[src/hw/rtl/pst_pkg.sv]
// ----------------------------------------------------------------------------
// pst_pkg
// Shared types, codes and widths for the peer slot table with idle aging.
// ----------------------------------------------------------------------------
package pst_pkg;

  localparam int SLOTS_DEF = 8;
  localparam int ADDR_W    = 32;
  localparam int IDLE_W    = 17;
  localparam int CTRL_W    = 6;
  localparam int SLOT_W    = 6;
  localparam int OCC_W     = 7;
  localparam int LIMIT_W   = 16;
  localparam int EV_W      = 3;
  localparam int ACT_W     = 2;
  localparam int PADDR_W   = 3;
  localparam int PDATA_W   = 32;

  localparam logic [IDLE_W-1:0]  IDLE_MAX  = '1;
  localparam logic [LIMIT_W-1:0] LIMIT_RST = 16'd100;

  // Register index, taken from paddr[2]
  localparam logic REG_IDLE_LIMIT = 1'b0;

  typedef enum logic [ACT_W-1:0] {
    ACT_TICK = 2'd0,
    ACT_JOIN = 2'd1,
    ACT_KEEP = 2'd2,
    ACT_CTRL = 2'd3
  } action_t;

  typedef enum logic [EV_W-1:0] {
    EV_JOINED    = 3'd0,
    EV_REFRESHED = 3'd1,
    EV_FULL      = 3'd2,
    EV_EXPIRED   = 3'd3,
    EV_ALIVE     = 3'd4,
    EV_UNKNOWN   = 3'd5,
    EV_STORED    = 3'd6,
    EV_DONE      = 3'd7
  } event_t;

  typedef enum logic [2:0] {
    ST_IDLE,
    ST_ACC,
    ST_AGE_RD,
    ST_AGE_WR,
    ST_EXP_RD,
    ST_EXP_OUT,
    ST_DONE
  } state_t;

  typedef struct packed {
    logic [ADDR_W-1:0] addr;
    logic [IDLE_W-1:0] idle;
    logic [CTRL_W-1:0] ctrl;
  } entry_t;

  typedef struct packed {
    logic              re;
    logic [SLOT_W-1:0] raddr;
    logic              we;
    logic [SLOT_W-1:0] waddr;
    entry_t            wdata;
  } mem_req_t;

endpackage

[src/hw/rtl/pst_mem.sv]
// ----------------------------------------------------------------------------
// pst_mem
// Slot entry memory: one write port, one read port, registered read data.
// ----------------------------------------------------------------------------
module pst_mem
  import pst_pkg::*;
#(
  parameter int SLOTS = SLOTS_DEF
) (
  input  logic     clk,
  input  mem_req_t req,
  output entry_t   rdata
);

  localparam int AW = (SLOTS > 1) ? $clog2(SLOTS) : 1;

  entry_t mem_r [SLOTS];
  entry_t rdata_r;

  always_ff @(posedge clk) begin
    if (req.we) begin
      mem_r[req.waddr[AW-1:0]] <= req.wdata;
    end
  end

  always_ff @(posedge clk) begin
    if (req.re) begin
      rdata_r <= mem_r[req.raddr[AW-1:0]];
    end
  end

  assign rdata = rdata_r;

endmodule

[src/hw/rtl/pst_cfg.sv]
// ----------------------------------------------------------------------------
// pst_cfg
// APB-style register port holding the idle limit.
// ----------------------------------------------------------------------------
module pst_cfg
  import pst_pkg::*;
(
  input  logic               clk,
  input  logic               rst_n,
  input  logic               psel,
  input  logic               penable,
  input  logic               pwrite,
  input  logic [PADDR_W-1:0] paddr,
  input  logic [PDATA_W-1:0] pwdata,
  output logic [PDATA_W-1:0] prdata,
  output logic               pready,
  output logic [LIMIT_W-1:0] idle_limit
);

  logic [LIMIT_W-1:0] limit_r;
  logic [LIMIT_W-1:0] limit_nxt;
  logic               wr_en;

  assign wr_en = psel && penable && pwrite && (paddr[2] == REG_IDLE_LIMIT);

  always_comb begin
    limit_nxt = limit_r;
    if (wr_en) begin
      limit_nxt = pwdata[LIMIT_W-1:0];
    end
  end

  always_ff @(posedge clk) begin
    if (!rst_n) begin
      limit_r <= LIMIT_RST;
    end else begin
      limit_r <= limit_nxt;
    end
  end

  assign pready     = 1'b1;
  assign prdata     = (paddr[2] == REG_IDLE_LIMIT) ?
                      {{(PDATA_W-LIMIT_W){1'b0}}, limit_r} : '0;
  assign idle_limit = limit_r;

endmodule

[src/hw/rtl/pst_ctrl.sv]
// ----------------------------------------------------------------------------
// pst_ctrl
// Sequencer: address match, read-modify-write of slot entries, aging walk and
// the result register.
// ----------------------------------------------------------------------------
module pst_ctrl
  import pst_pkg::*;
#(
  parameter int SLOTS = SLOTS_DEF
) (
  input  logic               clk,
  input  logic               rst_n,
  input  logic [LIMIT_W-1:0] idle_limit,
  input  logic               in_valid,
  output logic               in_ready,
  input  logic [ACT_W-1:0]   in_action,
  input  logic [ADDR_W-1:0]  in_sender_addr,
  input  logic [CTRL_W-1:0]  in_control_bits,
  output logic               out_valid,
  input  logic               out_ready,
  output logic [EV_W-1:0]    out_event_res,
  output logic [SLOT_W-1:0]  out_slot,
  output logic [ADDR_W-1:0]  out_peer_addr,
  output logic [CTRL_W-1:0]  out_controls,
  output logic [OCC_W-1:0]   out_occupied,
  output logic               out_last,
  output mem_req_t           mem_req,
  input  entry_t             mem_rdata
);

  localparam int SW = (SLOTS > 1) ? $clog2(SLOTS) : 1;
  localparam int CW = $clog2(SLOTS + 1);
  localparam logic [CW-1:0] SCAN_END = CW'(SLOTS);

  state_t state_r, state_nxt;

  action_t             act_r, act_nxt;
  logic [ADDR_W-1:0]   addr_r, addr_nxt;
  logic [CTRL_W-1:0]   bits_r, bits_nxt;
  logic                hit_r, hit_nxt;
  logic                free_r, free_nxt;
  logic [SW-1:0]       slot_r, slot_nxt;
  logic [CW-1:0]       scan_r, scan_nxt;
  logic [SLOTS-1:0]    used_r, used_nxt;
  logic [SLOTS-1:0]    exp_r, exp_nxt;
  logic [OCC_W-1:0]    occ_r, occ_nxt;
  logic [ADDR_W-1:0]   tag_r [SLOTS];
  logic                tag_we;

  logic                ov_r, ov_nxt;
  event_t              oev_r, oev_nxt;
  logic [SLOT_W-1:0]   oslot_r, oslot_nxt;
  logic [ADDR_W-1:0]   oaddr_r, oaddr_nxt;
  logic [CTRL_W-1:0]   octrl_r, octrl_nxt;
  logic [OCC_W-1:0]    oocc_r, oocc_nxt;
  logic                olast_r, olast_nxt;

  logic                hit;
  logic [SW-1:0]       hit_idx;
  logic                free_any;
  logic [SW-1:0]       free_idx;
  logic                out_free;
  logic                accept;
  logic                scan_done;
  logic [SW-1:0]       scan_idx;
  logic [IDLE_W-1:0]   old_idle;
  logic [IDLE_W-1:0]   new_idle;
  logic                expire;
  logic [CTRL_W-1:0]   new_ctrl;

  assign in_ready  = (state_r == ST_IDLE);
  assign accept    = in_valid && in_ready;
  assign out_free  = !ov_r || out_ready;
  assign scan_done = (scan_r == SCAN_END);
  assign scan_idx  = scan_r[SW-1:0];
  assign old_idle  = mem_rdata.idle;
  assign new_idle  = (old_idle != IDLE_MAX) ? old_idle + 1'b1 : old_idle;
  assign expire    = (old_idle >= {1'b0, idle_limit});
  assign new_ctrl  = (act_r == ACT_CTRL) ? bits_r : mem_rdata.ctrl;

  // Lowest used slot holding the sender, lowest free slot
  always_comb begin
    hit      = 1'b0;
    hit_idx  = '0;
    free_any = 1'b0;
    free_idx = '0;
    for (int i = SLOTS - 1; i >= 0; i--) begin
      if (used_r[i] && (tag_r[i] == in_sender_addr)) begin
        hit     = 1'b1;
        hit_idx = SW'(i);
      end
      if (!used_r[i]) begin
        free_any = 1'b1;
        free_idx = SW'(i);
      end
    end
  end

  // Next state
  always_comb begin
    state_nxt = state_r;
    case (state_r)
      ST_IDLE: begin
        if (in_valid) begin
          state_nxt = (action_t'(in_action) == ACT_TICK) ? ST_AGE_RD : ST_ACC;
        end
      end
      ST_ACC: begin
        if (out_free) begin
          state_nxt = ST_IDLE;
        end
      end
      ST_AGE_RD: begin
        if (scan_done) begin
          state_nxt = ST_EXP_RD;
        end else if (used_r[scan_idx]) begin
          state_nxt = ST_AGE_WR;
        end
      end
      ST_AGE_WR: begin
        state_nxt = ST_AGE_RD;
      end
      ST_EXP_RD: begin
        if (scan_done) begin
          state_nxt = ST_DONE;
        end else if (exp_r[scan_idx]) begin
          state_nxt = ST_EXP_OUT;
        end
      end
      ST_EXP_OUT: begin
        if (out_free) begin
          state_nxt = ST_EXP_RD;
        end
      end
      ST_DONE: begin
        if (out_free) begin
          state_nxt = ST_IDLE;
        end
      end
      default: begin
        state_nxt = ST_IDLE;
      end
    endcase
  end

  // Datapath and outputs
  always_comb begin
    act_nxt   = act_r;
    addr_nxt  = addr_r;
    bits_nxt  = bits_r;
    hit_nxt   = hit_r;
    free_nxt  = free_r;
    slot_nxt  = slot_r;
    scan_nxt  = scan_r;
    used_nxt  = used_r;
    exp_nxt   = exp_r;
    occ_nxt   = occ_r;
    tag_we    = 1'b0;
    mem_req   = '0;

    ov_nxt    = ov_r && !out_ready;
    oev_nxt   = oev_r;
    oslot_nxt = oslot_r;
    oaddr_nxt = oaddr_r;
    octrl_nxt = octrl_r;
    oocc_nxt  = oocc_r;
    olast_nxt = olast_r;

    case (state_r)
      ST_IDLE: begin
        if (accept) begin
          act_nxt  = action_t'(in_action);
          addr_nxt = in_sender_addr;
          bits_nxt = in_control_bits;
          hit_nxt  = hit;
          free_nxt = free_any;
          slot_nxt = hit ? hit_idx : free_idx;
          scan_nxt = '0;
          exp_nxt  = '0;
          if (hit && (action_t'(in_action) != ACT_TICK)) begin
            mem_req.re    = 1'b1;
            mem_req.raddr = SLOT_W'(hit_idx);
          end
        end
      end
      ST_ACC: begin
        if (out_free) begin
          ov_nxt    = 1'b1;
          olast_nxt = 1'b1;
          oslot_nxt = '0;
          oaddr_nxt = '0;
          octrl_nxt = '0;
          if (act_r == ACT_JOIN) begin
            if (hit_r) begin
              mem_req.we    = 1'b1;
              mem_req.waddr = SLOT_W'(slot_r);
              mem_req.wdata = '{addr: mem_rdata.addr, idle: '0, ctrl: mem_rdata.ctrl};
              oev_nxt   = EV_REFRESHED;
              oslot_nxt = SLOT_W'(slot_r);
              oaddr_nxt = mem_rdata.addr;
              octrl_nxt = mem_rdata.ctrl;
            end else if (free_r) begin
              // Claim the slot: entry, match tag and used mark together
              mem_req.we       = 1'b1;
              mem_req.waddr    = SLOT_W'(slot_r);
              mem_req.wdata    = '{addr: addr_r, idle: '0, ctrl: '0};
              tag_we           = 1'b1;
              used_nxt[slot_r] = 1'b1;
              occ_nxt          = OCC_W'(occ_r + 1'b1);
              oev_nxt   = EV_JOINED;
              oslot_nxt = SLOT_W'(slot_r);
              oaddr_nxt = addr_r;
            end else begin
              oev_nxt = EV_FULL;
            end
          end else begin
            if (hit_r) begin
              mem_req.we    = 1'b1;
              mem_req.waddr = SLOT_W'(slot_r);
              mem_req.wdata = '{addr: mem_rdata.addr, idle: '0, ctrl: new_ctrl};
              oev_nxt   = (act_r == ACT_CTRL) ? EV_STORED : EV_ALIVE;
              oslot_nxt = SLOT_W'(slot_r);
              oaddr_nxt = mem_rdata.addr;
              octrl_nxt = new_ctrl;
            end else begin
              oev_nxt = EV_UNKNOWN;
            end
          end
          oocc_nxt = occ_nxt;
        end
      end
      ST_AGE_RD: begin
        if (scan_done) begin
          scan_nxt = '0;
        end else if (used_r[scan_idx]) begin
          mem_req.re    = 1'b1;
          mem_req.raddr = SLOT_W'(scan_idx);
        end else begin
          scan_nxt = CW'(scan_r + 1'b1);
        end
      end
      ST_AGE_WR: begin
        mem_req.we    = 1'b1;
        mem_req.waddr = SLOT_W'(scan_idx);
        mem_req.wdata = '{addr: mem_rdata.addr, idle: new_idle, ctrl: mem_rdata.ctrl};
        if (expire) begin
          used_nxt[scan_idx] = 1'b0;
          exp_nxt[scan_idx]  = 1'b1;
          occ_nxt            = OCC_W'(occ_r - 1'b1);
        end
        scan_nxt = CW'(scan_r + 1'b1);
      end
      ST_EXP_RD: begin
        if (!scan_done) begin
          if (exp_r[scan_idx]) begin
            mem_req.re    = 1'b1;
            mem_req.raddr = SLOT_W'(scan_idx);
          end else begin
            scan_nxt = CW'(scan_r + 1'b1);
          end
        end
      end
      ST_EXP_OUT: begin
        if (out_free) begin
          ov_nxt    = 1'b1;
          oev_nxt   = EV_EXPIRED;
          oslot_nxt = SLOT_W'(scan_idx);
          oaddr_nxt = mem_rdata.addr;
          octrl_nxt = mem_rdata.ctrl;
          oocc_nxt  = occ_r;
          olast_nxt = 1'b0;
          scan_nxt  = CW'(scan_r + 1'b1);
        end
      end
      ST_DONE: begin
        if (out_free) begin
          ov_nxt    = 1'b1;
          oev_nxt   = EV_DONE;
          oslot_nxt = '0;
          oaddr_nxt = '0;
          octrl_nxt = '0;
          oocc_nxt  = occ_r;
          olast_nxt = 1'b1;
        end
      end
      default: begin
      end
    endcase
  end

  always_ff @(posedge clk) begin
    if (!rst_n) begin
      state_r <= ST_IDLE;
      used_r  <= '0;
      exp_r   <= '0;
      occ_r   <= '0;
      ov_r    <= 1'b0;
      scan_r  <= '0;
    end else begin
      state_r <= state_nxt;
      used_r  <= used_nxt;
      exp_r   <= exp_nxt;
      occ_r   <= occ_nxt;
      ov_r    <= ov_nxt;
      scan_r  <= scan_nxt;
    end
  end

  always_ff @(posedge clk) begin
    act_r   <= act_nxt;
    addr_r  <= addr_nxt;
    bits_r  <= bits_nxt;
    hit_r   <= hit_nxt;
    free_r  <= free_nxt;
    slot_r  <= slot_nxt;
    oev_r   <= oev_nxt;
    oslot_r <= oslot_nxt;
    oaddr_r <= oaddr_nxt;
    octrl_r <= octrl_nxt;
    oocc_r  <= oocc_nxt;
    olast_r <= olast_nxt;
  end

  always_ff @(posedge clk) begin
    if (tag_we) begin
      tag_r[slot_r] <= addr_r;
    end
  end

  assign out_valid     = ov_r;
  assign out_event_res = oev_r;
  assign out_slot      = oslot_r;
  assign out_peer_addr = oaddr_r;
  assign out_controls  = octrl_r;
  assign out_occupied  = oocc_r;
  assign out_last      = olast_r;

`ifndef SYNTHESIS
  a_occ_count: assert property (@(posedge clk) disable iff (!rst_n)
    $countones(used_r) == int'(occ_r))
    else $error("occupancy count out of step with used marks");

  a_exp_freed: assert property (@(posedge clk) disable iff (!rst_n)
    (exp_r & used_r) == '0)
    else $error("expired slot still marked used");

  a_mem_port: assert property (@(posedge clk) disable iff (!rst_n)
    !(mem_req.we && mem_req.re))
    else $error("entry read and write issued together");

  a_busy_after_accept: assert property (@(posedge clk) disable iff (!rst_n)
    accept |=> (state_r != ST_IDLE))
    else $error("sequencer idle right after taking a request");
`endif

endmodule

[src/hw/rtl/peer_slot_table_with_aging_top.sv]
// A join, keepalive or control request is accepted in ST_IDLE; ST_ACC then
//   registers its result once the result register is free, and the next
//   request can be taken while that result is still held.
// A tick walks the slots twice: the aging pass reads and writes back each used
//   slot, the report pass emits a result per expired slot, then a done result.
// Reset (rst_n, synchronous): all slots free, idle_limit 100, no result held.
// ----------------------------------------------------------------------------
// peer_slot_table_with_aging_top
// Peer slot table with idle aging: joins claim or refresh slots, keepalive and
// control requests refresh a slot, ticks age used slots and free stale ones.
// ----------------------------------------------------------------------------
module peer_slot_table_with_aging_top
  import pst_pkg::*;
#(
  parameter int SLOTS = SLOTS_DEF
) (
  input  logic               clk,
  input  logic               rst_n,
  // request channel
  input  logic               in_valid,
  output logic               in_ready,
  input  logic [ACT_W-1:0]   in_action,
  input  logic [ADDR_W-1:0]  in_sender_addr,
  input  logic [CTRL_W-1:0]  in_control_bits,
  // result channel
  output logic               out_valid,
  input  logic               out_ready,
  output logic [EV_W-1:0]    out_event_res,
  output logic [SLOT_W-1:0]  out_slot,
  output logic [ADDR_W-1:0]  out_peer_addr,
  output logic [CTRL_W-1:0]  out_controls,
  output logic [OCC_W-1:0]   out_occupied,
  output logic               out_last,
  // register port
  input  logic               psel,
  input  logic               penable,
  input  logic               pwrite,
  input  logic [PADDR_W-1:0] paddr,
  input  logic [PDATA_W-1:0] pwdata,
  output logic [PDATA_W-1:0] prdata,
  output logic               pready
);

  // Entry memory holds address, idle count and control bits per slot. The
  // used marks and a copy of each address (for the parallel match) sit in
  // flops inside the sequencer. A non-tick request reads its matched entry on
  // accept, writes back from ST_ACC; no two accesses to one entry overlap.

  logic [LIMIT_W-1:0] idle_limit;
  mem_req_t           mem_req;
  entry_t             mem_rdata;

  pst_cfg u_cfg (
    .clk        (clk),
    .rst_n      (rst_n),
    .psel       (psel),
    .penable    (penable),
    .pwrite     (pwrite),
    .paddr      (paddr),
    .pwdata     (pwdata),
    .prdata     (prdata),
    .pready     (pready),
    .idle_limit (idle_limit)
  );

  // Tick: first pass ages every used slot and marks the stale ones free;
  // second pass reports them, so each expired result carries final occupancy.
  pst_ctrl #(
    .SLOTS (SLOTS)
  ) u_ctrl (
    .clk             (clk),
    .rst_n           (rst_n),
    .idle_limit      (idle_limit),
    .in_valid        (in_valid),
    .in_ready        (in_ready),
    .in_action       (in_action),
    .in_sender_addr  (in_sender_addr),
    .in_control_bits (in_control_bits),
    .out_valid       (out_valid),
    .out_ready       (out_ready),
    .out_event_res   (out_event_res),
    .out_slot        (out_slot),
    .out_peer_addr   (out_peer_addr),
    .out_controls    (out_controls),
    .out_occupied    (out_occupied),
    .out_last        (out_last),
    .mem_req         (mem_req),
    .mem_rdata       (mem_rdata)
  );

  pst_mem #(
    .SLOTS (SLOTS)
  ) u_mem (
    .clk   (clk),
    .req   (mem_req),
    .rdata (mem_rdata)
  );

endmodule
[config.mk]
export PLATFORM = sky130hd
export DESIGN_NAME = peer_slot_table_with_aging_top
export DESIGN_NICKNAME = d
export VERILOG_FILES = /design/src/hw/rtl/pst_pkg.sv /design/src/hw/rtl/pst_mem.sv /design/src/hw/rtl/pst_cfg.sv /design/src/hw/rtl/pst_ctrl.sv /design/src/hw/rtl/peer_slot_table_with_aging_top.sv
export SDC_FILE = /design/constraint.sdc
export NUM_CORES = 1
export LEC_CHECK = 0
export ABC_CLOCK_PERIOD_IN_PS = 6450
export BUFFER_PORTS_ARGS = -buffer_cell sky130_fd_sc_hd__buf_4
export CAP_MARGIN = 20
export CELL_PAD_IN_SITES_DETAIL_PLACEMENT = 1
export CELL_PAD_IN_SITES_GLOBAL_PLACEMENT = 1
export CORE_ASPECT_RATIO = 1.1
export CORE_MARGIN = 2
export CORE_UTILIZATION = 48
export DETAILED_ROUTE_END_ITERATION = 12
export PLACE_DENSITY_LB_ADDON = 0.1
export SLEW_MARGIN = 25
export SYNTH_ARGS = -nofsm -noshare
export SYNTH_HDL_FRONTEND = slang
export SYNTH_SLANG_ARGS = --single-unit
[constraint.sdc]
create_clock -name clk -period 6.45 [get_ports clk]
set_input_delay 0.9675 -clock clk [delete_from_list [all_inputs] [get_ports clk]]
set_output_delay 0.9675 -clock clk [all_outputs]
set_load 0.01 [all_outputs]
==> summary.md <==
| Metric | Value |
|---|---|
| Vias per inst | `between 5 and 6` |
| I/O Buffers | `between 100 and 150` |
| M1 GR Usage | `31.7%` |
| Fmax | `209 MHz` |
| Leading area contributor after synthesis | `edfxtp_1` |
| Seq/Total Area, Yosys | `between 60% and 70%` |
| Post-layout minimum cycle time | `between 4 and 5 ns` |
| Post-CTS setup buffers | `0` |
| Initial Util | `roughly half` |
| Primary FF master, synth | `edfxtp_1` |
| Largest net degree at the start of global routing | `73` |
| Most frequent cell after synthesis | `edfxtp_1` |
| Hold Buf Count CTS | `0` |
| Part of the power in registers | `51.8%` |
| Setup Viol. Count Final | `0` |
| Layout cell share with drive strength beyond 1 | `between 10% and 20%` |
| Final slew viol count | `0` |
| CTS Buf Count | `91` |
| Fin nets | `around 2600` |
| DIE HEIGHT | `about 300 um` |
| Initial antenna violation count | `4` |
| Power Density | `about 300 nW/um2` |
| Area contributors post-synth | `edfxtp_1 (67%), mux2i_1 (8.9%), xor2_1 (4.8%), dfxtp_1 (2.5%), a32o_1 (1.8%)` |
| Clock skew | `~0.025 ns` |
| Final Util | `between 50% and 60%` |
| Yosys warnings | `0` |
| Routed vias | `20900` |
| Final ANT Viol Nets | `0` |
| Inst Count DP | `between 3000 and 4000` |
| CTS resizes | `0` |
| Number of synthesized flops with an enable pin | `between 800 and 900` |
| Cell Int Power | `approximately 0.010 W` |
| #FFs+latches synth | `about 900` |
| Placer congestion estimate | `~0.80` |
| Die width | `between 200 and 300 um` |
| Worst relative slew slack | `30.9%` |
| Crit start category | `input port` |
| Post-Syn Area | `approximately 38000 um2` |
| Final wirelength | `approximately 100000 um` |
| Clk pwr share | `a little over two fifths` |
| Top-area cell type share of the netlist area | `between 60% and 70%` |
| Bufs on Longest Clock Path | `3` |
| Run status | `finished, final reports clean` |
| Total gr overflow | `0` |
| Post-synthesis async set-or-reset flop share | `0%` |
| Die ar. | `between 80000 and 90000 um2` |
| MaxCap Viol Count | `0` |
| Kind of critical path | `in2reg` |
| Fill count | `7110` |
| GRT Util Overall | `around 24%` |
| Worst skew pair latency | `around 0.65 ns` |
| Area growth, synth to finish | `14.3%` |
| Hold Fails Final Rpt | `0` |
| P_sw | `between 0.002 and 0.003 W` |
| WL/cell | `27.7 um` |
| Mapped Avg Cell Area | `16.2 um2` |
| Clk sinks | `just under 900` |
| CP endpoint kind | `register` |
| # H-tree levels | `3` |
| M3 GR Usage | `about 3.5%` |
| Min-delay worst type | `reg2reg` |
| VDD IR-drop max | `about 0.23 mV` |
| Ports | `172` |
| Row count | `~110` |
| Met2 Usage GRT | `around 42%` |
| CTS tree | `built` |
| N_diodes | `0` |
| Setup TNS Final | `0 ns` |
| RSZ-0062 raised after global routing | `no` |
| Core Box Area | `around 78000 um2` |
| Switching Fraction | `a little over a fifth` |
| Top Usage Layer GRT | `met2` |
| Clock slew at reported path FFs | `about 0.06 ns` |
| Worst-Margin Slew | `~1.0 ns` |
| DRT Pass-1 Iters | `7` |
| Combinational Power Share | `4.9%` |
| Post-Synthesis Cells | `between 2000 and 2500` |
| Worst-path fanout max | `28` |
| Fin cells | `around 3600` |
| Root Buffer | `clkbuf_16` |
| Vias in the first global route | `between 20000 and 25000` |
| Critical Path RT | `~6.8 ns` |
| P_leak | `between 15 and 20 nW` |
| DRC violations left | `0` |
| Initial DRC count | `~1600` |
| Hpwl dp | `58500 um` |
| Global-route wire length before repair | `145000 um` |
| Crit path DAT | `around 5.2 ns` |
| Synth top cells by count | `edfxtp_1 (848), mux2i_1 (334), xor2_1 (208), nand2_1 (85), nor2_1 (76)` |
| Distinct cells, synth | `67` |
| Final period utilization | `74.2%` |
-- worst max-delay path: stages --
cell and delay [ns]:
buf_4 0.19, xnor2_1 0.21, nand4_1 0.15, nor4_1 0.88, nand4_1 0.29, or4_4 0.65
nand2_1 0.12, o21bai_1 0.10, a22oi_2 0.82, buf_12 0.33, mux2i_1 0.14, mux2_4 0.27
-- flip-flops by register name (all words and copies together) (netlist names), 3 cells and up --
signal                count
u_mem.mem_r             440
u_ctrl.tag_r            256
u_mem.rdata              55
u_ctrl.addr_r            32
u_ctrl.out_peer_addr     32
u_cfg.idle_limit         16
u_ctrl.exp_r              8
u_ctrl.used_r             8
u_ctrl.occ_r              7
u_ctrl.out_occupied       7
u_ctrl.bits_r             6
u_ctrl.out_controls       6
u_ctrl.scan_r             4
u_ctrl.out_event_res      3
u_ctrl.out_slot           3
u_ctrl.slot_r             3
u_ctrl.state_r            3
-- power by group through the flow --
stage	clock network [W]	logic (W)	registers, W
after floorplan	0	0.000357	0.00668
after global placement	0	0.000608	0.00674
after detailed placement	0	0.000628	0.00675
after CTS	0.00563	0.000633	0.00662
after global routing	0.00584	0.000674	0.00663
final	0.00553	0.000627	0.00662
-- stage by stage --
| step | hold slack, ns | power [W] | setup WS [ns] | instance area [um2] |
|---|---|---|---|---|
| floorplan | 0.420 | 0.00704 | 0.167 | 37800 |
| global placement | 0.431 | 0.00735 | 1.13 | 39900 |
| detailed placement | 0.437 | 0.00737 | 1.10 | 39900 |
| CTS | 0.454 | 0.0129 | 1.81 | 43000 |
| global route | 0.472 | 0.0131 | 1.58 | 43100 |
| finish | 0.455 | 0.0128 | 1.66 | 43100 |
-- layout make-up --
| type | count | area [um2] | share of cell area [%] |
|---|---|---|---|
| flip-flops and latches | 895 | 26400 | 61.2 |
| multi-input cells | 1281 | 10600 | 24.5 |
| clock buffers | 106 | 2410 | 5.58 |
| repair buffers | 179 | 1650 | 3.82 |
| well taps | 1035 | 1290 | 3.00 |
| clock inverters | 62 | 709 | 1.65 |
| inverters | 28 | 105 | 0.244 |
-- kinds of logic after synthesis --
logic type / share of synthesized area [%]
compound gates: 4.49
xor+xnor: 6.45
fa+ha+maj: 0.696
buf+inv: 2.64
flops: 70.0
mux: 11.0
other cells: 0.0199
simple gates: 4.73
-- layer usage --
layer  up-vias  share of wire, %  routed length, um
li1       9168                 -                  -
met1     11000                41              41200
met2       548                51              50100
met3       146               5.1               5040
met4         2               2.9               2870
met5         -             0.013                 13
-- cell usage in the layout (no fill, tap or decap), types with 22 or more instances in the layout --
master and count:
nor2_1 64, buf_4 156, dfxtp_1 47, xnor2_1 70
mux2_2 30, mux2i_1 334, nor4_1 49, clkinv_2 24
a32o_1 66, nand3_1 28, clkbuf_16 94, edfxtp_1 848
nand4_1 25, o21ai_0 24, xor2_1 208, nand2_1 84
mux2_4 28, nor3_1 22, inv_1 27
-- final timing paths --
kind,from,endpoint,slack [ns],depth (start not counted)
worst max-delay path,in_sender_addr[4],u_mem.rdata[47],1.66,12
worst min-delay path,u_ctrl.addr_r[10],u_ctrl.tag_r[5][10],0.45,0
worst max register to register,u_ctrl.tag_r[4][26],u_mem.rdata[47],1.82,11
worst min register to register,u_ctrl.addr_r[10],u_ctrl.tag_r[5][10],0.45,0
No activity file was read; power rests on OpenSTA's default activity.
